File: src/rtl/right_pseudo_inverse_3xn_top_macros.svh
// Assertion macros used by the top-level RTL file.
`ifndef RIGHT_PSEUDO_INVERSE_3XN_TOP_MACROS_SVH
`define RIGHT_PSEUDO_INVERSE_3XN_TOP_MACROS_SVH
`define RPI_ASSERT_IMP(name, ante, cons) \
  name: assert property (@(posedge clk) disable iff (rst) (ante) |-> (cons)) \
    else $error("assertion failed");
`define RPI_ASSERT_NXT(name, ante, cons) \
  name: assert property (@(posedge clk) disable iff (rst) (ante) |=> (cons)) \
    else $error("assertion failed");
`endif

File: src/rtl/rpi_div.sv
`default_nettype none
module rpi_div #(
  parameter int NUM_W = 206,
  parameter int DEN_W = 170
) (
  input  wire logic                  clk,
  input  wire logic                  rst,
  input  wire logic                  start,
  input  wire logic [NUM_W-1:0]      num,
  input  wire logic [DEN_W-1:0]      den,
  input  wire logic                  neg,
  output logic                       done,
  output logic signed [31:0]         q
);
  localparam int QB = 33;
  localparam int CW = ((NUM_W > DEN_W + QB) ? NUM_W : DEN_W + QB) + 1;
  localparam int CNT_W = $clog2(QB + 1);
  localparam logic [QB:0] LIM = (QB + 1)'(64'h8000_0000);

  logic             busy;
  logic [CNT_W-1:0] cnt;
  logic [CW-1:0]    rem;
  logic [CW-1:0]    dsh;
  logic [DEN_W-1:0] den_r;
  logic             neg_r;
  logic [QB-1:0]    quo;
  logic             ge;
  logic [CW:0]      rem2;
  logic             up;
  logic [QB:0]      qr;
  logic [31:0]      sat;

  assign ge = rem >= dsh;
  assign rem2 = {rem, 1'b0};
  assign up = rem2 >= (CW + 1)'(den_r);
  assign qr = {1'b0, quo} + (QB + 1)'(up);

  always_comb begin
    if (neg_r) begin
      sat = (qr >= LIM) ? 32'h8000_0000 : (~qr[31:0] + 32'd1);
    end else begin
      sat = (qr >= LIM) ? 32'h7fff_ffff : qr[31:0];
    end
  end

  // Restoring division, one quotient bit a cycle, then a final step that rounds and saturates.
  always_ff @(posedge clk) begin
    if (rst) begin
      busy <= 1'b0;
      done <= 1'b0;
    end else begin
      done <= 1'b0;
      if (start) begin
        rem   <= CW'(num);
        dsh   <= CW'(den) << (QB - 1);
        den_r <= den;
        neg_r <= neg;
        quo   <= '0;
        cnt   <= CNT_W'(QB);
        busy  <= 1'b1;
      end else if (busy) begin
        if (cnt != '0) begin
          if (ge) begin
            rem <= rem - dsh;
          end
          quo <= {quo[QB-2:0], ge};
          dsh <= dsh >> 1;
          cnt <= cnt - 1'b1;
        end else begin
          q    <= $signed(sat);
          done <= 1'b1;
          busy <= 1'b0;
        end
      end
    end
  end
endmodule
`default_nettype wire

File: config.mk
export PLATFORM = sky130hd
export DESIGN_NAME = rpi_div
export DESIGN_NICKNAME = d
export VERILOG_FILES = /design/src/rtl/right_pseudo_inverse_3xn_top_macros.svh /design/src/rtl/rpi_div.sv
export SDC_FILE = /design/constraint.sdc
export NUM_CORES = 2
export LEC_CHECK = 0
export BUFFER_PORTS_ARGS = -buffer_cell sky130_fd_sc_hd__buf_2
export CAP_MARGIN = 20
export CORE_MARGIN = 4
export CORE_UTILIZATION = 40
export CTS_BUF_LIST = sky130_fd_sc_hd__clkbuf_4
export DETAILED_ROUTE_END_ITERATION = 7
export PLACE_DENSITY = 0.63
export RECOVER_POWER = 50
export SLEW_MARGIN = 0
export SYNTH_ARGS = -nofsm -noshare
export SYNTH_HDL_FRONTEND = slang
export SYNTH_SLANG_ARGS = --single-unit
File: constraint.sdc
create_clock -name clk -period 16.2 [get_ports clk]
set_clock_uncertainty 0.1 [all_clocks]
set_input_delay 0.81 -clock clk [delete_from_list [all_inputs] [get_ports clk]]
set_output_delay 0.81 -clock clk [all_outputs]
set_load 0.02 [all_outputs]
Word-level counts from Yosys, hierarchy flattened
Cells that the tools add are included.

Bits in registers: 658. Input bits: 380. Output and inout bits: 33. Logic and storage cells: 50.

Add/subtract/negate cells: 4. $lt $le $gt $ge: 3. Multiplexer cells: 18. Bitwise logic cells: 5. Reductions and logical operators: 9.

Operators by type and width (count): $mux W207 (5); $ge A208 B170 Y1 (1); $ge A207 B207 Y1 (1); $sub A207 B207 Y207 (1); $mux W206 (1); $mux W202 (1); $mux W32 (3); $mux W33 (2); $add A33 B1 Y34 (1); $ge A34 B32 Y1 const B (1); $add A32 B1 Y32 const B (1); $not A32 Y32 (1); $mux W6 (2); $reduce_and A4 Y1 (2); $reduce_bool A2 Y1 (3); $reduce_bool A6 Y1 (1); $sub A6 B1 Y6 const B (1); $mux W1 (4); $not A1 Y1 (4); $reduce_and A3 Y1 (1); $reduce_or A3 Y1 (1); $reduce_and A2 Y1 (1).

Depth between registers and ports, before layout
Depth after elaboration: 6. Gate-level depth with buffers: 30. Depth with buffers taken out: 30.

Worst setup path before layout
OpenSTA, ideal clock, no wires.

Path type: register to register. Start: register rem[43]. End: register rem[0], enable pin. Library setup time: 0.800 ns. Arrival time: 12.193 ns. Data required time: 15.300 ns. Path slack: 3.107 ns. Cell stages (with the launch flop): 16. Path buffers: 1. Clock period less this slack: 13.093 ns. Cells stage by stage: edfxtp_1 > ha_1 > clkbuf_1 > nand4_1 > or3_1 > or3_1 > nor3_1 > a221oi_1 > a21oi_1 > o2111a_1 > o211ai_1 > o211ai_1 > nand2_1 > o21ai_1 > a31oi_1 > o21ai_1.

Cells in the longest elaborated chain, start to end: 3.

Ends and longest elaborated chain: start, declared (RTL line rpi_div.sv:22) `logic [CW-1:0] rem;`; start signal, assigned (RTL line rpi_div.sv:54) `rem <= CW'(num);`; start signal, assigned (RTL line rpi_div.sv:64) `rem <= rem - dsh;`; $ge A207 B207 Y1 (RTL line rpi_div.sv:33) `assign ge = rem >= dsh;`; $reduce_bool A2 Y1 (no source line); $reduce_and A4 Y1 (no source line).

No other way between the ends. A chain may end at the register's enable or synchronous reset.

Worst setup path in the final report
Start: input port start. End: register rem[132] (data pin).

Cells in the longest elaborated chain, start to end: 1.

Ends and longest elaborated chain: start, declared (RTL line rpi_div.sv:8) `input wire logic start,`; $mux W206 (RTL line rpi_div.sv:53) `if (start) begin`.

No other way between the ends.

==> run_results.csv <==
group,metric,value,unit
yosys,synth_ff_type,"edfxtp_1",
sta,tightest_slew,7.64,ns
global_routing,grt_pass1_vias,42100,
placed_design,gp_congestion,0.987,
sta,fin_crit_sh,0.652,
pwr,p_sw_frac,0.388,
outcome,status,"complete, but fails checks",
placed_design,portBuffers,412,
yosys,ys_warn_count,0,
worst_setup_path,path_class,"input pin to register",
pwr,ir_drop,0.0000603,V
global_routing,grt_overflow_total,0,
drt,wl_per_cell,23.6,um
worst_setup_path,required,16.99,ns
yosys,async_flop_share,0,
pwr,intPower,3.68,mW
worst_setup_path,cp-start-kind,"input pin",
sta,setup_tns,0,ns
yosys,ys_seq_area_frac,0.428,
worst_setup_path,crit_slowest_cell,"clkbuf_1",
sta,final-hold-violation-count,0,
sta,slew_headroom,-4.10,
drt,post-route-drc-count,0,
pwr,p_clk_frac,0.259,
worst_hold_path,hold_class,"input pin to register",
clocking,cts_tree,"built",
worst_setup_path,worst_path_dominant_cell_family,"buffers and inverters",
flow_run,maxCapViolCount,14,
worst_setup_path,crit_buf_inv,2,
sta,grt_setup_unrepaired,"false",
worst_setup_path,worstPathArrival,11.36,ns
global_routing,antenna_found_initial,17,
clocking,post_cts_buffers,0,
floorplan,start_util,0.405,
cells_and_area,drive_gt1_frac,0.0931,
drt,vias,43200,
yosys,postSynthAreaPerCell,8.90,um2
drt,drt-initial-drc-count,4219,
cells_and_area,finalNetCount,6673,
yosys,synth_cell_types,90,
clocking,clk_pin_slew,0.07,ns
outcome,violations,"capacitance limit, slew limit",
sta,drv_slew,1108,
floorplan,die_h,346,um
global_routing,grt_first_pass_wirelength,261,mm
yosys,synthesis.nets,5900,
pwr,switchingPower,2.33,mW
cells_and_area,instances_no_fill,7581,
clocking,insertion_delay,1.18,ns
clocking,ctsResizeCount,0,
floorplan,row_count,123,
floorplan,dieArea,0.120,mm2
yosys,synth_area,0.0458,mm2
drt,antenna_left,0,
pwr,power_frac_seq,0.368,
clocking,cts_made_buffers,188,
drt,drt_wl_total,179,mm
drt,dr.pass1.iters,6,
cells_and_area,syn_to_final_growth,20.0,%
pwr,leakagePower,22.4,nW
floorplan,die_width,346,um
worst_setup_path,path_cells,"clkbuf_1, clkbuf_1, nand2_1, o21ai_0",
placed_design,hpwlAfterDp,140,mm
clocking,hold_buffers,375,
floorplan,core,0.113,mm2
clocking,clock_path_buffers,3,
global_routing,track_usage,0.287,
placed_design,post-place-cells,6851,
sta,report.final.setup_viol,0,
pwr,cellPowerDensity,109,mW/mm2
sta,fmax,0.0946,GHz
drt,avgViaCountPerCell,5.70,
floorplan,ioPinCount,413,
global_routing,grt_max_degree,204,
yosys,ys_ff_latch,653,
pwr,p_comb_frac,0.372,
clocking,cts_root_buffer,"clkbuf_4",
cells_and_area,final.fill_count,10900,
worst_setup_path,setup.worst_path.end_class,"register",
clocking,clock_sinks,653,
worst_setup_path,crit_path_frequent_cell,"clkbuf_1",
worst_setup_path,cp_max_fo,203,
yosys,synth_edf_count,651,
clocking,cts-htree-levels,4,
worst_setup_path,cpPeakStageDelay,5.55,ns
yosys,synth_cells,5143,
sta,finalCriticalPeriod,10.57,ns
-- logic make-up (layout without fill, tap and decap cells) --
logic type	after synthesis	count (layout)	share of synthesized area
fa+ha+maj	377	377	0.103
mux	10	10	0.00235
buf+inv	697	1614	0.0573
flops	653	653	0.428
compound gates	1586	1586	0.204
other cells	0	21	0
xor+xnor	238	238	0.0455
simple gates	1582	1582	0.159
-- placed cells by master, fill, tap and decap left out, types with 173 or more instances in the layout --
master / count
nor2_1: 319
clkbuf_1: 211
buf_2: 212
nand4_1: 173
edfxtp_1: 651
clkbuf_4: 261
dlygate4sd3_1: 375
nand2_1: 699
o21ai_0: 596
ha_1: 376
a21oi_1: 445
inv_1: 467
-- through the flow --
| step | utilization | hold slack, ns | power [mW] | area, um2 | worst slack (ns) |
|---|---|---|---|---|---|
| 3_5_place_dp | 0.434 | 0.390 | 4.35 | 49100 | 8.46 |
| 5_1_grt | 0.486 | 0.0105 | 6.35 | 54900 | 4.69 |
| 6_report | 0.486 | 0.0818 | 6.01 | 54900 | 5.63 |
| 2_1_floorplan | - | 0.367 | 3.65 | 45800 | 3.11 |
| 4_1_cts | 0.488 | 0.00709 | 5.99 | 55200 | 8.45 |
| 3_3_place_gp | 0.434 | 0.387 | 4.34 | 49100 | 8.66 |
-- cell usage after synthesis (14+ instances only) --
cell	count	share of area
o21ai_0	596	0.065
and3_1	22	0.0030
edfxtp_1	651	0.43
a21o_1	154	0.025
nor2b_1	68	0.0093
o21bai_1	73	0.012
o31ai_1	25	0.0041
nor3_1	70	0.0077
nor2_1	319	0.026
nand3_1	68	0.0074
a21boi_0	23	0.0038
a21oi_1	445	0.049
xnor2_1	135	0.026
xor2_1	103	0.020
ha_1	376	0.10
a31oi_1	27	0.0037
clkbuf_1	219	0.018
a22oi_1	15	0.0025
nand2b_1	32	0.0044
o211ai_1	22	0.0036
or2_2	15	0.0020
a211oi_1	19	0.0031
nand4_1	173	0.024
o21ai_1	44	0.0048
inv_1	468	0.038
nand2_1	699	0.057
o21a_1	30	0.0049
nor4_1	37	0.0051
or3_1	14	0.0019
-- worst reg2reg max path, delay by kind of cell, from the launching register on --
family          cells  cell delay (ns)
buf+inv             1             0.07
compound gates     10             2.43
mux                 1             0.21
fa+ha+maj           4             1.15
simple gates       13             3.01
flops               1             0.43
-- state kept, by name, summed over array words and instances, names as in the netlist --
| register | count |
|---|---|
| rem | 207 |
| dsh | 202 |
| den_r | 170 |
| quo | 33 |
| q | 32 |
| cnt | 6 |
| busy | 1 |
| done | 1 |
| neg_r | 1 |
-- worst paths after layout --
path	start	endpoint	slack (ns)	depth (start not counted)
max	start	rem[132]	5.63	4
min	num[132]	rem[132]	0.08	3
max reg2reg	rem[1]	q[26]	8.58	29
min reg2reg	busy	done	0.40	1
-- final cells by class --
cell class                      count  area, um2  area share
Clock buffer                      261       1960      0.0357
Inverter                          469       1760      0.0321
Multi-Input combinational cell   3793      23600       0.429
Tap cell                         1500       1880      0.0342
Clock inverter                     73        394     0.00717
Antenna cell                       21       52.6    0.000956
Timing Repair Buffer              811       5730       0.104
Sequential cell                   653      19600       0.356
-- power by group through the flow --
stage,Combinational (mW),Sequential (mW),Clock [mW]
after floorplan,1.43,2.21,0
after global placement,2.10,2.24,0
after detailed placement,2.10,2.24,0
after CTS,2.19,2.21,1.59
after global routing,2.43,2.23,1.69
final,2.24,2.21,1.56
-- per-layer routing --
metal | routed length, um | GRT usage
met1 | 74500 | 0.377
met2 | 82800 | 0.468
met3 | 14000 | 0.0498
met4 | 7770 | 0.122
met5 | 23 | 0
Power figures use the tool's default switching activity.
