<file path="src/rtl/right_pseudo_inverse_3xn_top_macros.svh">
// Assertion macros used by the top-level RTL file.
`ifndef RIGHT_PSEUDO_INVERSE_3XN_TOP_MACROS_SVH
`define RIGHT_PSEUDO_INVERSE_3XN_TOP_MACROS_SVH
`define RPI_ASSERT_IMP(name, ante, cons) \
  name: assert property (@(posedge clk) disable iff (rst) (ante) |-> (cons)) \
    else $error("assertion failed");
`define RPI_ASSERT_NXT(name, ante, cons) \
  name: assert property (@(posedge clk) disable iff (rst) (ante) |=> (cons)) \
    else $error("assertion failed");
`endif

</file>
<file path="src/rtl/rpi_ram.sv">
`default_nettype none
module rpi_ram #(
  parameter int WIDTH = 24,
  parameter int DEPTH = 21
) (
  input  wire logic                     clk,
  input  wire logic                     we,
  input  wire logic [$clog2(DEPTH)-1:0] waddr,
  input  wire logic [WIDTH-1:0]         wdata,
  input  wire logic [$clog2(DEPTH)-1:0] raddr,
  output logic      [WIDTH-1:0]         rdata
);
  logic [WIDTH-1:0] mem [DEPTH];

  always_ff @(posedge clk) begin
    if (we) begin
      mem[waddr] <= wdata;
    end
    rdata <= mem[raddr];
  end
endmodule
`default_nettype wire

</file>
<file path="config.mk">
export PLATFORM = sky130hd
export DESIGN_NAME = rpi_ram
export DESIGN_NICKNAME = d
export VERILOG_FILES = /design/src/rtl/right_pseudo_inverse_3xn_top_macros.svh /design/src/rtl/rpi_ram.sv
export SDC_FILE = /design/constraint.sdc
export NUM_CORES = 1
export LEC_CHECK = 0
export BUFFER_PORTS_ARGS = -buffer_cell sky130_fd_sc_hd__buf_2
export CORE_UTILIZATION = 52
export CTS_CLUSTER_DIAMETER = 200
export DETAILED_ROUTE_END_ITERATION = 8
export HOLD_SLACK_MARGIN = 0.15
export PLACE_DENSITY = 0.77
export REMOVE_ABC_BUFFERS = 1
export SYNTH_ARGS = -nofsm -noshare
export SYNTH_HDL_FRONTEND = slang
export SYNTH_SLANG_ARGS = --single-unit
</file>
<file path="constraint.sdc">
create_clock -name clk -period 4.9 [get_ports clk]
set_input_delay 0.735 -clock clk [delete_from_list [all_inputs] [get_ports clk]]
set_output_delay 0.735 -clock clk [all_outputs]
set_load 0.01 [all_outputs]
</file>
## Word level (Yosys, flattened, before mapping)

Memories as Yosys holds them, arrays and structs flattened. A register that Yosys moved wholly into a read port is not among the register bits.
Index checks and enable logic that the tools add are counted.

| storage, ports and cells | value |
|---|---|
| register bits | 0 |
| RAM bits | 504 |
| input bits | 36 |
| output and inout bits | 24 |
| logic and storage cells | 3 |
| memories | 1 |

| operators by class | value |
|---|---|
| multiplexer cells | 2 |

Memory list:

| memory | words | width | read ports | clocked after memory_dff | wr ports | RTL line | text |
|---|---|---|---|---|---|---|---|
| mem | 21 | 24 | 1 | 1 | 1 | rpi_ram.sv:13 | `logic [WIDTH-1:0] mem [DEPTH];` |

Operator list:

| operator | count |
|---|---|
| $mux W1 | 2 |

## Longest topological paths before layout

Gate-level depths: netlist of the first run.

| logic depth | value |
|---|---|
| word-level depth | 2 |
| gate-level depth with buffers | 8 |
| gate-level depth less buffers | 4 |

## Worst setup path before layout of the first run

OpenSTA, ideal clock, no wires.

| timing path | value |
|---|---|
| path type | input-to-reg |
| start point | input waddr[1] |
| end point | memory mem[16][0] (enable) |
| setup time | 0.440 ns |
| data arrival time | 3.038 ns |
| data required time | 4.460 ns |
| setup slack | 1.421 ns |
| stages | 4 |
| path buffers | 0 |
| cells stage by stage | nor2_1 -> nand2_1 -> or2_2 -> nor3b_1 |

RTL lines:

| item | RTL line | text |
|---|---|---|
| from (decl) | rpi_ram.sv:8 | `input wire logic [$clog2(DEPTH)-1:0] waddr,` |
| to (decl) | rpi_ram.sv:13 |  |

Straight into the memory's write port.

==> results of run 1 <==
## per-layer routing
| layer | up-vias | part of all wire, % |
|---|---|---|
| met5 | - | 0 |
| met2 | 472 | 48 |
| met3 | 80 | 7.9 |
| met1 | 5080 | 42 |
| met4 | 0 | 2.3 |
| li1 | 4313 | - |
## stage by stage
stage               cells  util [%]  hold WS [ps]
finish               1657     59.50         588.8
global route         1656     59.49         575.7
CTS                  1656     59.49         566.6
detailed placement   1566     55.37         580.6
global placement     1566     55.37         570.8
floorplan             976         -         555.4
## sequential cells by signal, summed over array words and instances (netlist names)
register	cells
mem	504
rdata	24
## kinds of logic (layout without fill, tap and decap cells)
kind of cell,Yosys count,after routing,share of synthesized area [%]
DFF,528,528,77.71
AOI/OAI and AO/OA,72,72,2.541
buffers and inverters,59,169,2.111
other,0,1,0
muxes,216,216,13.95
and+or+nand+nor,160,160,3.680
## placed cells by master, fill, tap and decap left out, drive strengths merged, types with 2 or more instances in the layout
| cell type | n |
|---|---|
| a221oi | 24 |
| nand3b | 3 |
| clkinv | 9 |
| mux2 | 24 |
| edfxtp | 504 |
| or2 | 2 |
| nand2 | 75 |
| dfxtp | 24 |
| o21ai | 24 |
| mux4 | 48 |
| nand4 | 24 |
| bufinv | 3 |
| buf | 79 |
| nor2 | 21 |
| mux2i | 144 |
| or3b | 2 |
| nor2b | 3 |
| clkbuf | 76 |
| nand3 | 25 |
| a22oi | 24 |
| nor3b | 2 |
## worst max path at each step
stage	from	end	slack (ps)	cells past startpoint
6_report	raddr[1]	rdata[7]$_DFF_P_	2310	6
4_1_cts	raddr[1]	rdata[7]$_DFF_P_	2310	6
5_1_grt	raddr[1]	rdata[7]$_DFF_P_	2200	6
2_1_floorplan	waddr[1]	mem[16][0]$_DFFE_PP_	1420	4
3_3_place_gp	raddr[1]	rdata[20]$_DFF_P_	1800	6
3_5_place_dp	raddr[1]	rdata[7]$_DFF_P_	1730	6
## report_power, final
| group | switching (W) | total, W | internal, W |
|---|---|---|---|
| Clock | 0.00155 | 0.00369 | 0.00214 |
| Combinational | 0.000275 | 0.000432 | 0.000157 |
| Sequential | 0.0000245 | 0.00504 | 0.00501 |
| Total | 0.00185 | 0.00916 | 0.00731 |
## area by class of cell
| type | instances | area, µm² | share of cell area [%] |
|---|---|---|---|
| sequential | 528 | 15620 | 69.35 |
| antenna | 1 | 2.502 | 0.01111 |
| tap | 511 | 639.4 | 2.840 |
| clock inverter | 14 | 147.6 | 0.6557 |
| timing repair buffer | 79 | 480.5 | 2.134 |
| multi-input combinational | 448 | 4220 | 18.74 |
| clock buffer | 76 | 1410 | 6.263 |
==> run_results.csv, run 1 <==
group,metric,value,unit
sta,fin_ws,2310,ps
global_route,antenna_found_initial,1,
setup_path,reg2reg_slack,3400,ps
logic_synthesis,netlist_instances,1035,
setup_path,cp.buffers_inverters,2,
floorplanning,die_x,198.6,µm
routing,drt_iter0_markers,1107,
final_layout,final_area,22520,µm²
global_route,use_met2,36.34,%
run_status,status,"completed",
sta,max_freq,386.0,MHz
routing,routed_via_density,6.002,
clocking,cts_root_buf,"clkbuf_16",
hold_path,hold_depth,1,
sta,hold_violations,0,
setup_path,path_max_fanout,35,
logic_synthesis,yosysUniqueCellTypes,27,
sta,final-setup-viol-count,0,
sta,rsz0062_at_grt,"no",
clocking,clock_path_buffers,3,
clocking,cts.sinks,528,
setup_path,r2r-start,"mem[17][8]$_DFFE_PP_",
placement,hpwl,21.88,mm
global_route,busiest_layer,"met2",
clocking,post_cts_buffers,0,
routing,wl_per_cell,25.83,µm
global_route,grt_pass1_vias,10175,
logic_synthesis,seq_area_frac_synth,77.71,%
setup_path,cp-start-kind,"input pin",
setup_path,crit_type,"input pin to register",
hold_path,min_path_type,"input pin to register",
hold_path,worstHoldStart,"wdata[23]",
routing,first_pass_iters,5,
setup_path,worst_ep_required_time,5330,ps
setup_path,crit_path_cell_trace,"buf_2 > nor2b_4 > buf_4 > a221oi_1 > o21ai_1 > nand3_1",
logic_synthesis,ys_ff_latch,528,
power,peakVddDrop,0.0002992,V
sta,finClkSkew,16.84,ps
routing,ant_nets,0,
setup_path,critPathTopFamily,"simple AND/OR/NAND/NOR gates",
logic_synthesis,syn_area,20090,µm²
setup_path,crit_arrival,3020,ps
floorplanning,die-height,198.6,µm
sta,period_needed,2590,ps
clocking,worstSkewPairLatency,560,ps
clocking,h-tree-depth,2,
placement,dpl_cell_area,20960,µm²
clocking,tritoncts,"yes",
setup_path,r2r_end,"rdata[8]$_DFF_P_",
floorplanning,boundaryPins,60,
sta,worst_pin_slew,1147,ps
power,p_per_area,406.9,nW/µm²
run,maxCapViolations,0,
logic_synthesis,synth.most_common_cell,"edfxtp_1",
logic_synthesis,synth_largest_area_cell,"edfxtp_1",
final_layout,drive_above_1_share,21.31,%
setup_path,max_stage_delay,1000,ps
routing,wl,42.81,mm
power,power,0.009161,W
setup_path,reg2reg_depth,4,
logic_synthesis,syn_area_per_cell,19.41,µm²
global_route,use_met3,4.001,%
global_route,grt_overflow,0,
logic_synthesis,synth_edf_count,504,
global_route,grt_start_max_net_pins,66,
placement,io_buffer_count,59,
sta,tns,0,ps
placement,globalplace.congestion,0.7347,
clocking,hold_buffers,0,
setup_path,end_kind,"register",
sta,min_period_over_period,52.86,%
logic_synthesis,synth_top_area_share,75.32,%
logic_synthesis,yosys_warnings,0,
global_route,grt_pass1_wl,63.56,mm
global_route,grt_use_met1,31.23,%
floorplanning,start_util,53.09,%
logic_synthesis,synth-main-ff-cell,"edfxtp_1",
placement,place_ws,1727,ps
floorplanning,die_area,39430,µm²
routing,num_vias,9945,
logic_synthesis,synthTopCellsByArea,"edfxtp_1 (75%), mux2i_1 (7.2%), mux4_2 (5.0%)",
final_layout,nFillCells,2700,
floorplanning,num_rows,71,
sta,slew_headroom,23.33,%
sta,drv_slew,0,
power,total_leakage_power,7.512,nW
routing,drc,0,
logic_synthesis,synth_common_cells,"edfxtp_1 (504), mux2i_1 (144), nand2_1 (75)",
logic_synthesis,synth_async_sr_flop_share,0,%
hold_path,hold_path_end,"mem[11][23]$_DFFE_PP_",
setup_path,critical-path-slowest-cell,"nor2b_4",
floorplanning,core,37840,µm²
clocking,clk_pin_slew,60,ps
global_route,grt_usage,22.44,%
final_layout,syn2layout_area_growth,12.06,%
final_layout,layout.nets,1143,
clocking,numCtsBuffers,50,
clocking,post_cts_resized,0,
Note: power is estimated with default switching activity, not from simulation.
==> run 2: changes to the inputs <==
- clock period: 4.9 -> 2.65 ns (I/O delays scaled with it)
==> run_results.csv, run 2 (synthesis gave the netlist of run 1 again) <==
group,metric,value,unit
sta,slew_headroom,43.12,%
sta,final-setup-viol-count,0,
sta,worst_pin_slew,852.2,ps
routing,num_vias,10198,
sta,rsz0062_at_grt,"no",
power,peakVddDrop,0.0004881,V
placement,place_ws,559.4,ps
final_layout,layout.nets,1177,
final_layout,reg.largest.list,"mem x504, rdata x24",
setup_path,critPathTopFamily,"simple AND/OR/NAND/NOR gates",
global_route,antenna_found_initial,0,
sta,hold_violations,0,
power,p_per_area,749.2,nW/µm²
setup_path,reg2reg_depth,4,
sta,finClkSkew,19.68,ps
clocking,cts.sinks,528,
global_route,grt_overflow,0,
global_route,grt_start_max_net_pins,29,
placement,dp_cells,1600,
placement,dpl_cell_area,21320,µm²
setup_path,crit_cells,6,
final_layout,instances_no_fill,1689,
global_route,grt_usage,22.83,%
routing,drt_iter0_markers,1034,
placement,globalplace.congestion,0.7607,
final_layout,postLayoutCoreUtil,60.55,%
setup_path,max_stage_delay,700,ps
setup_path,path_max_fanout,11,
final_layout,final_area,22910,µm²
routing,wl,43.29,mm
final_layout,syn2layout_area_growth,14.04,%
clocking,post_cts_buffers,0,
floorplanning,core,37840,µm²
final_layout,mostFrequentLayoutCell,"edfxtp_1",
floorplanning,die-height,198.6,µm
sta,min_period_over_period,60.36,%
sta,drv_slew,0,
floorplanning,die_x,198.6,µm
clocking,clock_path_buffers,3,
clocking,worstSkewPairLatency,570,ps
clocking,tritoncts,"yes",
setup_path,cp.buffers_inverters,2,
setup_path,crit_type,"input pin to register",
final_layout,largest_register,"mem",
routing,first_pass_iters,5,
clocking,numCtsBuffers,50,
hold_path,min_path_type,"input pin to register",
sta,max_freq,625.2,MHz
run_status,status,"completed",
routing,drc,0,
routing,routed_via_density,6.038,
global_route,grt_pass1_vias,10486,
clocking,cts_root_buf,"clkbuf_16",
setup_path,crit_arrival,2030,ps
setup_path,crit_path_cell_trace,"buf_2 > nor2_2 > buf_4 > a22oi_1 > nand4_1 > nand3_1",
final_layout,antenna_cells,0,
clocking,post_cts_resized,0,
setup_path,end_kind,"register",
setup_path,cp-start-kind,"input pin",
floorplanning,start_util,53.09,%
final_layout,largest_reg_flops,504,
sta,period_needed,1599,ps
sta,fin_ws,1051,ps
floorplanning,boundaryPins,60,
setup_path,worst_ep_required_time,3080,ps
setup_path,critical-path-slowest-cell,"nor2_2",
routing,wl_per_cell,25.63,µm
placement,io_buffer_count,59,
floorplanning,die_area,39430,µm²
final_layout,drive_above_1_share,24.02,%
hold_path,hold_depth,1,
power,total_leakage_power,7.750,nW
floorplanning,num_rows,71,
global_route,grt_pass1_wl,65.00,mm
run,maxCapViolations,0,
placement,hpwl,24.02,mm
routing,ant_nets,0,
clocking,hold_buffers,0,
clocking,clk_pin_slew,60,ps
clocking,h-tree-depth,2,
final_layout,final_cell_mix,"edfxtp_1 (504), mux2i_1 (144), nand2_1 (75)",
[run 2: metrics by stage]
stage / setup TNS (ps) / power [W] / hold slack, ps
finish: 0 / 0.01717 / 232.3
CTS: 0 / 0.01724 / 213.8
global route: 0 / 0.01762 / 236.4
detailed placement: 0 / 0.01033 / 572.0
floorplan: -30870 / 0.009833 / 496.4
global placement: 0 / 0.01030 / 564.0
[run 2: layout make-up]
class                   count  area [µm²]
clock buffers              66        1353
well taps                 511       639.4
clock inverters            23       237.7
multi-input cells         448        4220
fillers                  2682       14930
repair buffers            113       848.3
flip-flops and latches    528       15620
[run 2: worst reg2reg max path, cell delays in order (launching register included)]
cell and delay, ps:
edfxtp_1 370, mux4_2 480, mux2_2 270, nand2_1 70, nand3_1 110
[run 2: path summary, 6_finish.rpt]
kind | start | end | slack [ps]
worst min register to register | mem[20][22]$_DFFE_PP_ | rdata[22]$_DFF_P_ | 580
worst min-delay path | wdata[16] | mem[19][16]$_DFFE_PP_ | 230
worst max-delay path | raddr[2] | rdata[17]$_DFF_P_ | 1050
worst max register to register | mem[19][11]$_DFFE_PP_ | rdata[11]$_DFF_P_ | 1200
[run 2: metal layers]
layer,up-vias,GRT usage (%),wire length [µm]
met5,-,0,0
met4,0,8.917,1431
met3,95,3.357,3097
met2,437,36.18,20670
met1,5289,32.23,18090
li1,4377,-,-
[run 2: where the power goes]
group,internal (W),switching [W]
Clock,0.00406,0.00295
Combinational,0.000318,0.000530
Sequential,0.00927,0.0000392
Total,0.0136,0.00352
