**config.mk**
```make
export PLATFORM = sky130hd
export DESIGN_NAME = rpi_mul
export DESIGN_NICKNAME = d
export VERILOG_FILES = /design/src/rtl/right_pseudo_inverse_3xn_top_macros.svh /design/src/rtl/rpi_mul.sv
export SDC_FILE = /design/constraint.sdc
export NUM_CORES = 1
export LEC_CHECK = 0
export ABC_CLOCK_PERIOD_IN_PS = 28100
export BUFFER_PORTS_ARGS = -buffer_cell sky130_fd_sc_hd__buf_2
export CAP_MARGIN = 20
export CORE_MARGIN = 1.5
export CORE_UTILIZATION = 55
export CTS_CLUSTER_SIZE = 10
export DETAILED_ROUTE_END_ITERATION = 7
export PLACE_DENSITY_LB_ADDON = 0.08
export SLEW_MARGIN = 25
export SYNTH_ARGS = -nofsm -noshare
export SYNTH_HDL_FRONTEND = slang
export SYNTH_SLANG_ARGS = --single-unit
```
**constraint.sdc**
```tcl
create_clock -name clk -period 28.1 [get_ports clk]
set_clock_uncertainty 0.2 [all_clocks]
set_input_delay 2.81 -clock clk [delete_from_list [all_inputs] [get_ports clk]]
set_output_delay 2.81 -clock clk [all_outputs]
set_load 0.05 [all_outputs]
```
**src/rtl/right_pseudo_inverse_3xn_top_macros.svh**
```systemverilog
// Assertion macros used by the top-level RTL file.
`ifndef RIGHT_PSEUDO_INVERSE_3XN_TOP_MACROS_SVH
`define RIGHT_PSEUDO_INVERSE_3XN_TOP_MACROS_SVH
`define RPI_ASSERT_IMP(name, ante, cons) \
  name: assert property (@(posedge clk) disable iff (rst) (ante) |-> (cons)) \
    else $error("assertion failed");
`define RPI_ASSERT_NXT(name, ante, cons) \
  name: assert property (@(posedge clk) disable iff (rst) (ante) |=> (cons)) \
    else $error("assertion failed");
`endif

```
**src/rtl/rpi_mul.sv**
```systemverilog
`default_nettype none
module rpi_mul #(
  parameter int A_W = 112,
  parameter int B_W = 56
) (
  input  wire logic                      clk,
  input  wire logic                      rst,
  input  wire logic                      start,
  input  wire logic signed [A_W-1:0]     a,
  input  wire logic signed [B_W-1:0]     b,
  output logic                           done,
  output logic signed [A_W+B_W-1:0]      prod
);
  localparam int P_W = A_W + B_W;

  logic           busy;
  logic           neg;
  logic [P_W-1:0] am;
  logic [B_W-1:0] bm;
  logic [P_W-1:0] acc;
  logic [A_W-1:0] a_mag;
  logic [B_W-1:0] b_mag;

  assign a_mag = a[A_W-1] ? (~a + 1'b1) : a;
  assign b_mag = b[B_W-1] ? (~b + 1'b1) : b;
  assign prod = neg ? $signed(~acc + 1'b1) : $signed(acc);

  // Shift-add over the bits of the second operand, stopping once no set bits are left.
  always_ff @(posedge clk) begin
    if (rst) begin
      busy <= 1'b0;
      done <= 1'b0;
    end else begin
      done <= 1'b0;
      if (start) begin
        am   <= P_W'(a_mag);
        bm   <= b_mag;
        acc  <= '0;
        neg  <= a[A_W-1] ^ b[B_W-1];
        busy <= 1'b1;
      end else if (busy) begin
        if (bm == '0) begin
          busy <= 1'b0;
          done <= 1'b1;
        end else begin
          if (bm[0]) begin
            acc <= acc + am;
          end
          am <= am << 1;
          bm <= bm >> 1;
        end
      end
    end
  end
endmodule
`default_nettype wire

```
Word-level counts from Yosys, hierarchy flattened --
Index checks and enable logic that the tools add are counted.
Storage, ports and cells: register bits after elaboration 395, input bits 171, output and inout port bits 169, logic and storage cells 41
Cells by class: $add $sub $neg 4, equal/unequal tests 1, mux-type cells 16, bitwise gates (word level) 6, reductions and logical operators 7
Operators with widths (count):
- $mux 168 | 6
- $mux 112 | 2
- $mux 56 | 4
- $add 168x1->168 const B | 1
- $add 168x168->168 | 1
- $not 168->168 | 1
- $add 112x1->112 const B | 1
- $not 112->112 | 1
- $add 56x1->56 const B | 1
- $logic_not 56->1 | 1
- $not 56->56 | 1
- $mux 1 | 4
- $reduce_and 4->1 | 1
- $reduce_bool 2->1 | 2
- $reduce_and 3->1 | 1
- $reduce_or 3->1 | 1
- $ne 2x2->1 const B | 1
- $not 1->1 | 2
- $reduce_and 2->1 | 1
- $xor 1x1->1 | 1

Depth between registers and ports, before layout --
Gate-level depths: netlist of the first run.
depth after elaboration 4, mapped depth 13, gate-level depth less buffers 13

Least setup slack after synthesis of the first run --
OpenSTA, ideal clock, no wires.
kind input-to-reg, from in rst, to reg acc[0] (enable), setup time 0.543 ns, arrival 18.231 ns, required time 27.357 ns, setup slack 9.127 ns, stages 3, path buffers 0, cell sequence nand2b_1 o22ai_1 o21a_1
Between the ends: longest elaborated chain between the ends 2
Ends and longest elaborated chain:
- start: declaration | line rpi_mul.sv:7 | input wire logic rst,
- $not 1->1 (no line)
- $reduce_and 4->1 (no line)
- end signal: assignment | line rpi_mul.sv:47 | acc <= acc + am;
- end: declaration | line rpi_mul.sv:20 | logic [P_W-1:0] acc;
No other way between the ends. A chain may end at the register's enable or synchronous reset.

Worst setup path after layout of the first run --
from reg acc[40], to out prod[163]
Between the ends: longest elaborated chain between the ends 3
Ends and longest elaborated chain:
- $not 168->168 | line rpi_mul.sv:26 | assign prod = neg ? $signed(~acc + 1'b1) : $signed(acc);
- $add 168x1->168 | line rpi_mul.sv:26
- $mux 168 | line rpi_mul.sv:26
- end: declaration | line rpi_mul.sv:12 | output logic signed [A_W+B_W-1:0] prod
No other way between the ends.

==> impl_results.md, run 1 <==
- Period utilisation layout: 0.311
- Flops & latches, synth: roughly 400
- Wire length per cell after detailed routing: roughly 24 µm
- Critical Path Max Stage Delay: approximately 0.58 ns
- Synthesized Nets: around 4,400
- Reg2reg path depth: 14
- Number of sinks on the clock net: 395
- Area contributors post-synth: sky130_fd_sc_hd__edfxtp_1 (34%), sky130_fd_sc_hd__xnor2_1 (7.0%), sky130_fd_sc_hd__a21oi_1 (6.4%), sky130_fd_sc_hd__ha_1 (6.1%), sky130_fd_sc_hd__nor2_1 (5.2%)
- Library cells used by synthesis: between 70 and 80
- Sequential cell area in the final layout: around 12,000 µm²
- Bufs and invs on worst path: 1
- DRT Pass-1 Iters: 6
- Cell row count: 91
- Cells along the critical path: or4_1 > or4_1 > nor4_1 > and2_1 > nand2_1 > nor2_1 > nand3_1 > nor2_1 > nand2_1 > o41ai_1 > xnor2_1 > buf_2
- Buffer type at the clock tree root: sky130_fd_sc_hd__clkbuf_16
- Min-delay worst type: reg -> reg
- Primary flip-flop cell chosen by synthesis mapping: sky130_fd_sc_hd__edfxtp_1
- Async S/R FF share, synth: 0
- Fraction of layout cells with a size suffix above 1: 0.126
- Top-Level Pins: 340
- Number of maximum-capacitance constraint violations: 0
- PD cells: around 63 nW/µm²
- Number of vias after detailed routing: around 34,000
- Highest attainable clock frequency: between 100 and 150 MHz
- Number of buffers on the longest clock path: 3
- Die area: between 60,000 and 70,000 µm²
- Clk slew on worst S/H paths: roughly 0.060 ns
- Pins over their slew limit: 0
- Master of the slowest instance on the critical path: sky130_fd_sc_hd__or4_1
- Htree depth: 2
- Effective utilization at floorplan: 0.559
- Combined area of all synthesized cells: approximately 35,000 µm²
- Area of the placeable core: 61,900 µm²
- Number of gates resized after cts: 0
- Worst endpoint data arrival time: about 5.7 ns
- Final hold violation count: 0
- Global Route Usage Sum: 0.383
- Number of enable-type register cells in the synthesized netlist: between 300 and 400
- Final setup fails: 0
- Setup fix buffers added after clock tree synthesis: 0
- Post-layout net count: between 4,000 and 5,000
- Width of the chip: ~250 µm
- Average footprint of a synthesized cell: about 8.4 µm²
- Antenna violations before repair: 20
- Pre-CTS setup slack: ~20 ns
- Crit-path max FO: 13
- Depth of the worst hold-timing path: 1
- Actual transition at the worst max-transition pin: 1.21 ns
- Maximum number of pins on one net before global-route repair: between 150 and 200
- Area overhead of the layout relative to synthesis: 10.9%
- Via/cell ratio: 6.50
- Cts hold-fix bufs: 0
- Relative max-transition margin: 0.188
- Violation count after the first detailed-route iteration: 4,228
- Cell depth of the worst setup path: 12
- Number of buffers created by CTS: slightly below 50
- Core utilization of the finished layout: 0.620
- Routed wire length: ~130,000 µm
- Vertical die dimension: around 250 µm
- Overall power: 2.44 mW
- CTS tree: built
- Total Negative Setup Slacks: 0 ns
- Leak Pwr: around 14 nW
- VDD IR-drop max: approximately 0.049 mV
- Setup Crit Path Kind: reg -> out
- Multi-input logic area: 21,700 µm²
- Drt drc: 0
- Vias in the first global route: roughly 30,000
- Worst skew pair latency: ~0.64 ns
- Final critical delay including setup and external delays: around 8.7 ns
- Worst path top cell family by delay: simple AND/OR/NAND/NOR gates
- Final standard cell area without fillers: between 30,000 and 40,000 µm²
- Status: completed
- Required time at the endpoint of the critical path: between 20 and 30 ns
- Count of filler cells inserted in the layout: between 5,000 and 6,000
- Number of I/O port buffers: around 340
- Syn. warnings: 0
- Antenna Violating Nets Remaining: 0
- Least setup slack across all paths after layout: between 15 and 20 ns
- Area fraction of the dominant cell type after synthesis: 0.341
- Library cell occupying the most area in the post-synthesis netlist: sky130_fd_sc_hd__edfxtp_1
- RSZ-0062 raised after global routing: false
- DPL Wire Length: 100,000 µm
- Critical path capture point type: output port
- Cell count after synthesis: between 4,000 and 5,000
- Total overflow reported by the global router: 0
- Final RePlAce weighted congestion: between 1 and 1.5
- Global-route wire length before repair: ~190,000 µm
- Seq/Total Area, Yosys: 0.342
- Placed cell area: about 37,000 µm²
- Nature of the critical path startpoint: flip-flop
final timing paths:
path                            startpoint  slack [ns]         to
worst max-delay path               acc[40]       19.35  prod[163]
worst min-delay path               am[118]        0.38    am[119]
worst max register to register      acc[0]       22.02   acc[162]
worst min register to register     am[118]        0.38    am[119]
metrics by stage:
| step | cells | hold WS (ns) |
|---|---|---|
| 2_1_floorplan | 4106 | 0.270 |
| 3_3_place_gp | 5102 | 0.349 |
| 3_5_place_dp | 5102 | 0.363 |
| 4_1_cts | 5183 | 0.380 |
| 5_1_grt | 5191 | 0.392 |
| 6_report | 5195 | 0.378 |
worst register-to-register path, delay by kind of cell, from the launching register on:
| kind | cells | cell delay [ns] |
|---|---|---|
| buffers and inverters | 1 | 0.17 |
| AOI/OAI and AO/OA | 10 | 3.93 |
| muxes | 1 | 0.36 |
| DFF | 1 | 0.48 |
| adders and majority gates | 2 | 0.70 |
cells in the final DEF (no fill, tap or decap), types with 17 or more instances in the layout:
master and n:
sky130_fd_sc_hd__o21a_1 29, sky130_fd_sc_hd__nand2b_1 34, sky130_fd_sc_hd__o31ai_1 99, sky130_fd_sc_hd__o41ai_1 50, sky130_fd_sc_hd__o21bai_1 58, sky130_fd_sc_hd__edfxtp_1 393
sky130_fd_sc_hd__nand4_1 116, sky130_fd_sc_hd__nor3_1 90, sky130_fd_sc_hd__o21ai_0 277, sky130_fd_sc_hd__or3_1 74, sky130_fd_sc_hd__or4_1 57, sky130_fd_sc_hd__buf_4 27
sky130_fd_sc_hd__buf_2 337, sky130_fd_sc_hd__nor2_1 483, sky130_fd_sc_hd__and2_1 23, sky130_fd_sc_hd__a21o_1 86, sky130_fd_sc_hd__a31oi_1 26, sky130_fd_sc_hd__a21oi_1 445
sky130_fd_sc_hd__xor2_1 196, sky130_fd_sc_hd__inv_1 71, sky130_fd_sc_hd__nand2_1 360, sky130_fd_sc_hd__nand3_1 72, sky130_fd_sc_hd__or2_2 33, sky130_fd_sc_hd__nor4_1 63
sky130_fd_sc_hd__mux2_2 58, sky130_fd_sc_hd__clkbuf_16 49, sky130_fd_sc_hd__ha_1 170, sky130_fd_sc_hd__xnor2_1 277, sky130_fd_sc_hd__clkbuf_1 17, sky130_fd_sc_hd__nor2b_1 84
per-layer routing:
layer / track usage / routed length [µm] / vias to the layer above / share of wire
met3: 0.0769 / 13000 / 241 / 0.10
met5: 0 / 89 / - / 0.00070
li1: - / - / 15700 / -
met1: 0.553 / 54600 / 16100 / 0.43
met2: 0.562 / 53800 / 1757 / 0.43
met4: 0.143 / 4650 / 14 / 0.037
sequential cells by signal, summed over array words and instances (netlist names):
register  cells
done          1
neg           1
busy          1
am          168
acc         168
bm           56
cells in the mapped netlist, types with 7 or more instances:
master	count
sky130_fd_sc_hd__mux2_2	58
sky130_fd_sc_hd__inv_1	71
sky130_fd_sc_hd__xnor2_1	277
sky130_fd_sc_hd__a21oi_1	445
sky130_fd_sc_hd__o21a_1	30
sky130_fd_sc_hd__clkbuf_1	195
sky130_fd_sc_hd__o22ai_1	8
sky130_fd_sc_hd__a21o_1	86
sky130_fd_sc_hd__nor3_1	91
sky130_fd_sc_hd__nand2b_1	34
sky130_fd_sc_hd__nand3_1	72
sky130_fd_sc_hd__nor2b_1	84
sky130_fd_sc_hd__or4_1	57
sky130_fd_sc_hd__o41ai_1	50
sky130_fd_sc_hd__o211ai_1	10
sky130_fd_sc_hd__nor3b_1	8
sky130_fd_sc_hd__or2_2	33
sky130_fd_sc_hd__nand4_1	116
sky130_fd_sc_hd__a31oi_1	26
sky130_fd_sc_hd__o21bai_1	58
sky130_fd_sc_hd__or3_1	74
sky130_fd_sc_hd__nand2_1	360
sky130_fd_sc_hd__and3_1	7
sky130_fd_sc_hd__a21boi_0	16
sky130_fd_sc_hd__o21ai_0	277
sky130_fd_sc_hd__and4_1	10
sky130_fd_sc_hd__xor2_1	196
sky130_fd_sc_hd__buf_1	9
sky130_fd_sc_hd__nor2_1	483
sky130_fd_sc_hd__ha_1	170
sky130_fd_sc_hd__o31ai_1	100
sky130_fd_sc_hd__edfxtp_1	393
sky130_fd_sc_hd__and2_1	23
sky130_fd_sc_hd__a211oi_1	16
sky130_fd_sc_hd__nor4_1	63
sky130_fd_sc_hd__a221oi_1	10
logic make-up (layout without fill, tap and decap cells):
group,count (synthesis),count (layout),share of synthesized area
flops,395,395,0.342
xor+xnor,473,473,0.120
simple gates,1540,1540,0.217
compound gates,1187,1187,0.209
fa+ha+maj,171,171,0.0620
mux,61,61,0.0197
buf+inv,279,519,0.0305
other cells,0,12,0
final cells by class:
type,instances,share of cell area
clock inverter,13,0.00535
antenna,12,0.000782
sequential,395,0.309
clock buffer,68,0.0343
tap,837,0.0273
inverter,71,0.00694
multi-input combinational,3432,0.566
timing repair buffer,367,0.0504
power by group:
group          total, mW  switching [mW]  leakage, nW  internal (mW)
logic               1.01           0.689         9.36          0.316
clock network      0.627           0.271        0.732          0.355
registers          0.804          0.0657         3.80          0.739
total               2.44            1.03         13.9           1.41
(Power assumes the default switching activity.)
==> inputs of run 2 (changes only) <==
--- a/config.mk
+++ b/config.mk
@@ -5,7 +5,7 @@
 export SDC_FILE = /design/constraint.sdc
 export NUM_CORES = 1
 export LEC_CHECK = 0
-export ABC_CLOCK_PERIOD_IN_PS = 28100
+export ABC_CLOCK_PERIOD_IN_PS = 8620
 export BUFFER_PORTS_ARGS = -buffer_cell sky130_fd_sc_hd__buf_2
 export CAP_MARGIN = 20
 export CORE_MARGIN = 1.5
==> constraint.sdc (replaced) <==
create_clock -name clk -period 8.62 [get_ports clk]
set_clock_uncertainty 0.2 [all_clocks]
set_input_delay 0.862 -clock clk [delete_from_list [all_inputs] [get_ports clk]]
set_output_delay 0.862 -clock clk [all_outputs]
set_load 0.05 [all_outputs]
==> run 2 against run 1 <==
Die area stayed put; sequential share of layout area hardly changed; combinational power increased to 3.2 times the previous value; sequential power grew to 3.3 times the previous value; power grew to 3.2 times the previous value; worst hold slack got worse by 0.075 ns; routed wire length is 1.0% lower; clock power rose to 3.2 times the previous value; critical path depth unchanged; non-clock buffer count decreased by 5; largest power group unchanged.
==> impl_results.md, run 2 (synthesis gave the netlist of run 1 again) <==
- Drt drc: 0 (unchanged)
- Period utilisation layout: 0.775
- Total Negative Setup Slacks: 0 ns (unchanged)
- Area overhead of the layout relative to synthesis: 10.9% (about the same)
- Fraction of layout cells with a size suffix above 1: 0.125 (-0.000978)
- RSZ-0062 raised after global routing: false
- Final standard cell area without fillers: 38,400 µm² (about the same)
- Number of buffers on the longest clock path: 3 (unchanged)
- DPL Wire Length: 98,700 µm (-1.3%)
- Via/cell ratio: 6.52 (+0.36%)
- Pre-CTS setup slack: 2.72 ns (-17.38 ns)
- Master of the slowest instance on the critical path: sky130_fd_sc_hd__nor2_1
- Top-Level Pins: 340 (unchanged)
- Nature of the critical path startpoint: flip-flop
- Total overflow reported by the global router: 0 (unchanged)
- Least setup slack across all paths after layout: 1.94 ns (-17.41 ns)
- Switching power share of the total: 0.421 (about the same)
- Wire length per cell after detailed routing: 24.1 µm (-0.92%)
- Final worst hold slack: 0.304 ns (-0.0746 ns)
- Core utilization of the finished layout: 0.619 (about the same)
- Min-delay worst type: reg -> reg
- Required time at the endpoint of the critical path: 7.56 ns (-17.53 ns)
- Leak Pwr: 13.9 nW (-0.17%)
- Number of buffers created by CTS: 49 (unchanged)
- Setup fix buffers added after clock tree synthesis: 0 (unchanged)
- Number of vias after detailed routing: 33,900 (+0.25%)
- Placed cell area: 36,800 µm² (about the same)
- VDD IR-drop max: 0.175 mV (+260%)
- Global-route wire length before repair: 186,000 µm (-0.91%)
- Leading cell type in the layout, fill and taps excluded: sky130_fd_sc_hd__nor2_1
- Violation count after the first detailed-route iteration: 4,127 (-2.4%)
- Setup Crit Path Kind: reg -> out
- Cts hold-fix bufs: 0 (unchanged)
- Status: completed
- Critical Path Max Stage Delay: 0.71 ns (+0.13 ns)
- Cells along the critical path: or3_1 > nor4_1 > nand2_1 > nor2_1 > nand2_1 > nor2_1 > nand3_1 > nor2_1 > nand2_1 > o41ai_1 > xnor2_1 > buf_2
- Routed wire length: 125,000 µm (-1.0%)
- Count of filler cells inserted in the layout: 5,719 (+1.9%)
- Area of the placeable core: 61,900 µm² (unchanged)
- Clk slew on worst S/H paths: 0.06 ns (about the same)
- Number of I/O port buffers: 339 (unchanged)
- Part of the total power dissipated in combinational logic: 0.415 (+0.002)
- Clk pwr share: 0.252 (-0.005)
- Crit-path max FO: 13 (unchanged)
- CTS tree: built
- Buffer type at the clock tree root: sky130_fd_sc_hd__clkbuf_16
- Effective utilization at floorplan: 0.559 (unchanged)
- Maximum number of pins on one net before global-route repair: 167 (+3.7%)
- Top Registers: acc: 168 flops, am: 168 flops, bm: 56 flops
- Worst path top cell family by delay: simple AND/OR/NAND/NOR gates
- Number of cells in the design after placement: 5,097 (-0.098%)
- Htree depth: 2 (unchanged)
- Pins over their slew limit: 0 (unchanged)
- Vertical die dimension: 254 µm (unchanged)
- Internal power of the cells: 4.57 mW (+220%)
- Final setup fails: 0 (unchanged)
- Antenna Violating Nets Remaining: 0 (unchanged)
- Worst endpoint data arrival time: 5.62 ns (-0.12 ns)
- Share of total power in sequential cells: 0.333 (+0.003)
- Bufs and invs on worst path: 1 (unchanged)
- Post-layout net count: 4,653 (-0.11%)
- Number of gates resized after cts: 0 (unchanged)
- Cell row count: 91 (unchanged)
- Die area: 64,400 µm² (unchanged)
- Overall power: 7.89 mW (+220%)
- Antenna violations before repair: 21 (+5.0%)
- PD cells: 206 nW/µm² (+220%)
- Relative max-transition margin: 0.313 (+0.125)
- Highest attainable clock frequency: ~150 MHz
- Actual transition at the worst max-transition pin: 1.03 ns (-0.182 ns)
- Final RePlAce weighted congestion: 1.07 (+0.39%)
- Number of maximum-capacitance constraint violations: 0 (unchanged)
- Vias in the first global route: 30,600 (-0.80%)
- Final critical delay including setup and external delays: roughly 6.7 ns
- Final hold violation count: 0 (unchanged)
- Width of the chip: 254 µm (unchanged)
- Commonest cells after routing, fill and taps aside: sky130_fd_sc_hd__nor2_1 (483), sky130_fd_sc_hd__a21oi_1 (445), sky130_fd_sc_hd__edfxtp_1 (393)
- Number of sinks on the clock net: 395 (unchanged)
- Psw: 3.32 mW (+220%)
- Critical path capture point type: output port
- Worst skew pair latency: 0.64 ns (about the same)
- Count of non-filler cells in the finished layout: 5,189 (-0.12%)
- Global Route Usage Sum: 0.378 (-0.00490)
- DRT Pass-1 Iters: 6 (unchanged)
## run 2: cell types whose count changed in the layout (fill, tap and decap cells not counted), sizes merged
| cell | delta |
|---|---|
| bufinv | -1 |
| clkbuf | -2 |
| inv | -1 |
| buf | -5 |
| clkinv | +3 |
## run 2: final timing paths
path	from	to	slack (ns)	cells after the start
worst max-delay path	acc[2]	prod[163]	1.94	12
worst min-delay path	busy	done	0.30	2
worst max register to register	acc[0]	acc[162]	2.83	13
worst min register to register	busy	done	0.30	2
## run 2: tightest hold or removal path, stage by stage (launching register included)
cell,delay (ns)
sky130_fd_sc_hd__dfxtp_1,0.32
sky130_fd_sc_hd__nand2b_4,0.09
sky130_fd_sc_hd__nor3b_1,0.05
## run 2: cell type report
cell class / count / area [µm²] / area share
diodes: 12 / 30.0 / 0.000783
clock buffers: 66 / 1310 / 0.0342
clock inverters: 14 / 193 / 0.00502
inverters: 71 / 267 / 0.00695
multi-input cells: 3432 / 21700 / 0.567
flip-flops and latches: 395 / 11800 / 0.309
well taps: 837 / 1050 / 0.0273
repair buffers: 362 / 1920 / 0.0501
## run 2: power groups by stage
stage | clock [mW] | combinational [mW] | sequential, mW
global route | 2.07 | 3.50 | 2.64
finish | 1.99 | 3.28 | 2.63
CTS | 2.01 | 3.20 | 2.62
detailed placement | 0 | 3.18 | 2.65
floorplan | 0 | 2.35 | 2.58
global placement | 0 | 3.18 | 2.65
## run 2: routing by layer
metal / vias up / GRT usage / wire length [µm]
met5: - / 0 / 106
met4: 16 / 0.129 / 4180
met3: 249 / 0.0771 / 13500
met2: 1775 / 0.557 / 53500
met1: 16200 / 0.548 / 53600
li1: 15600 / - / -
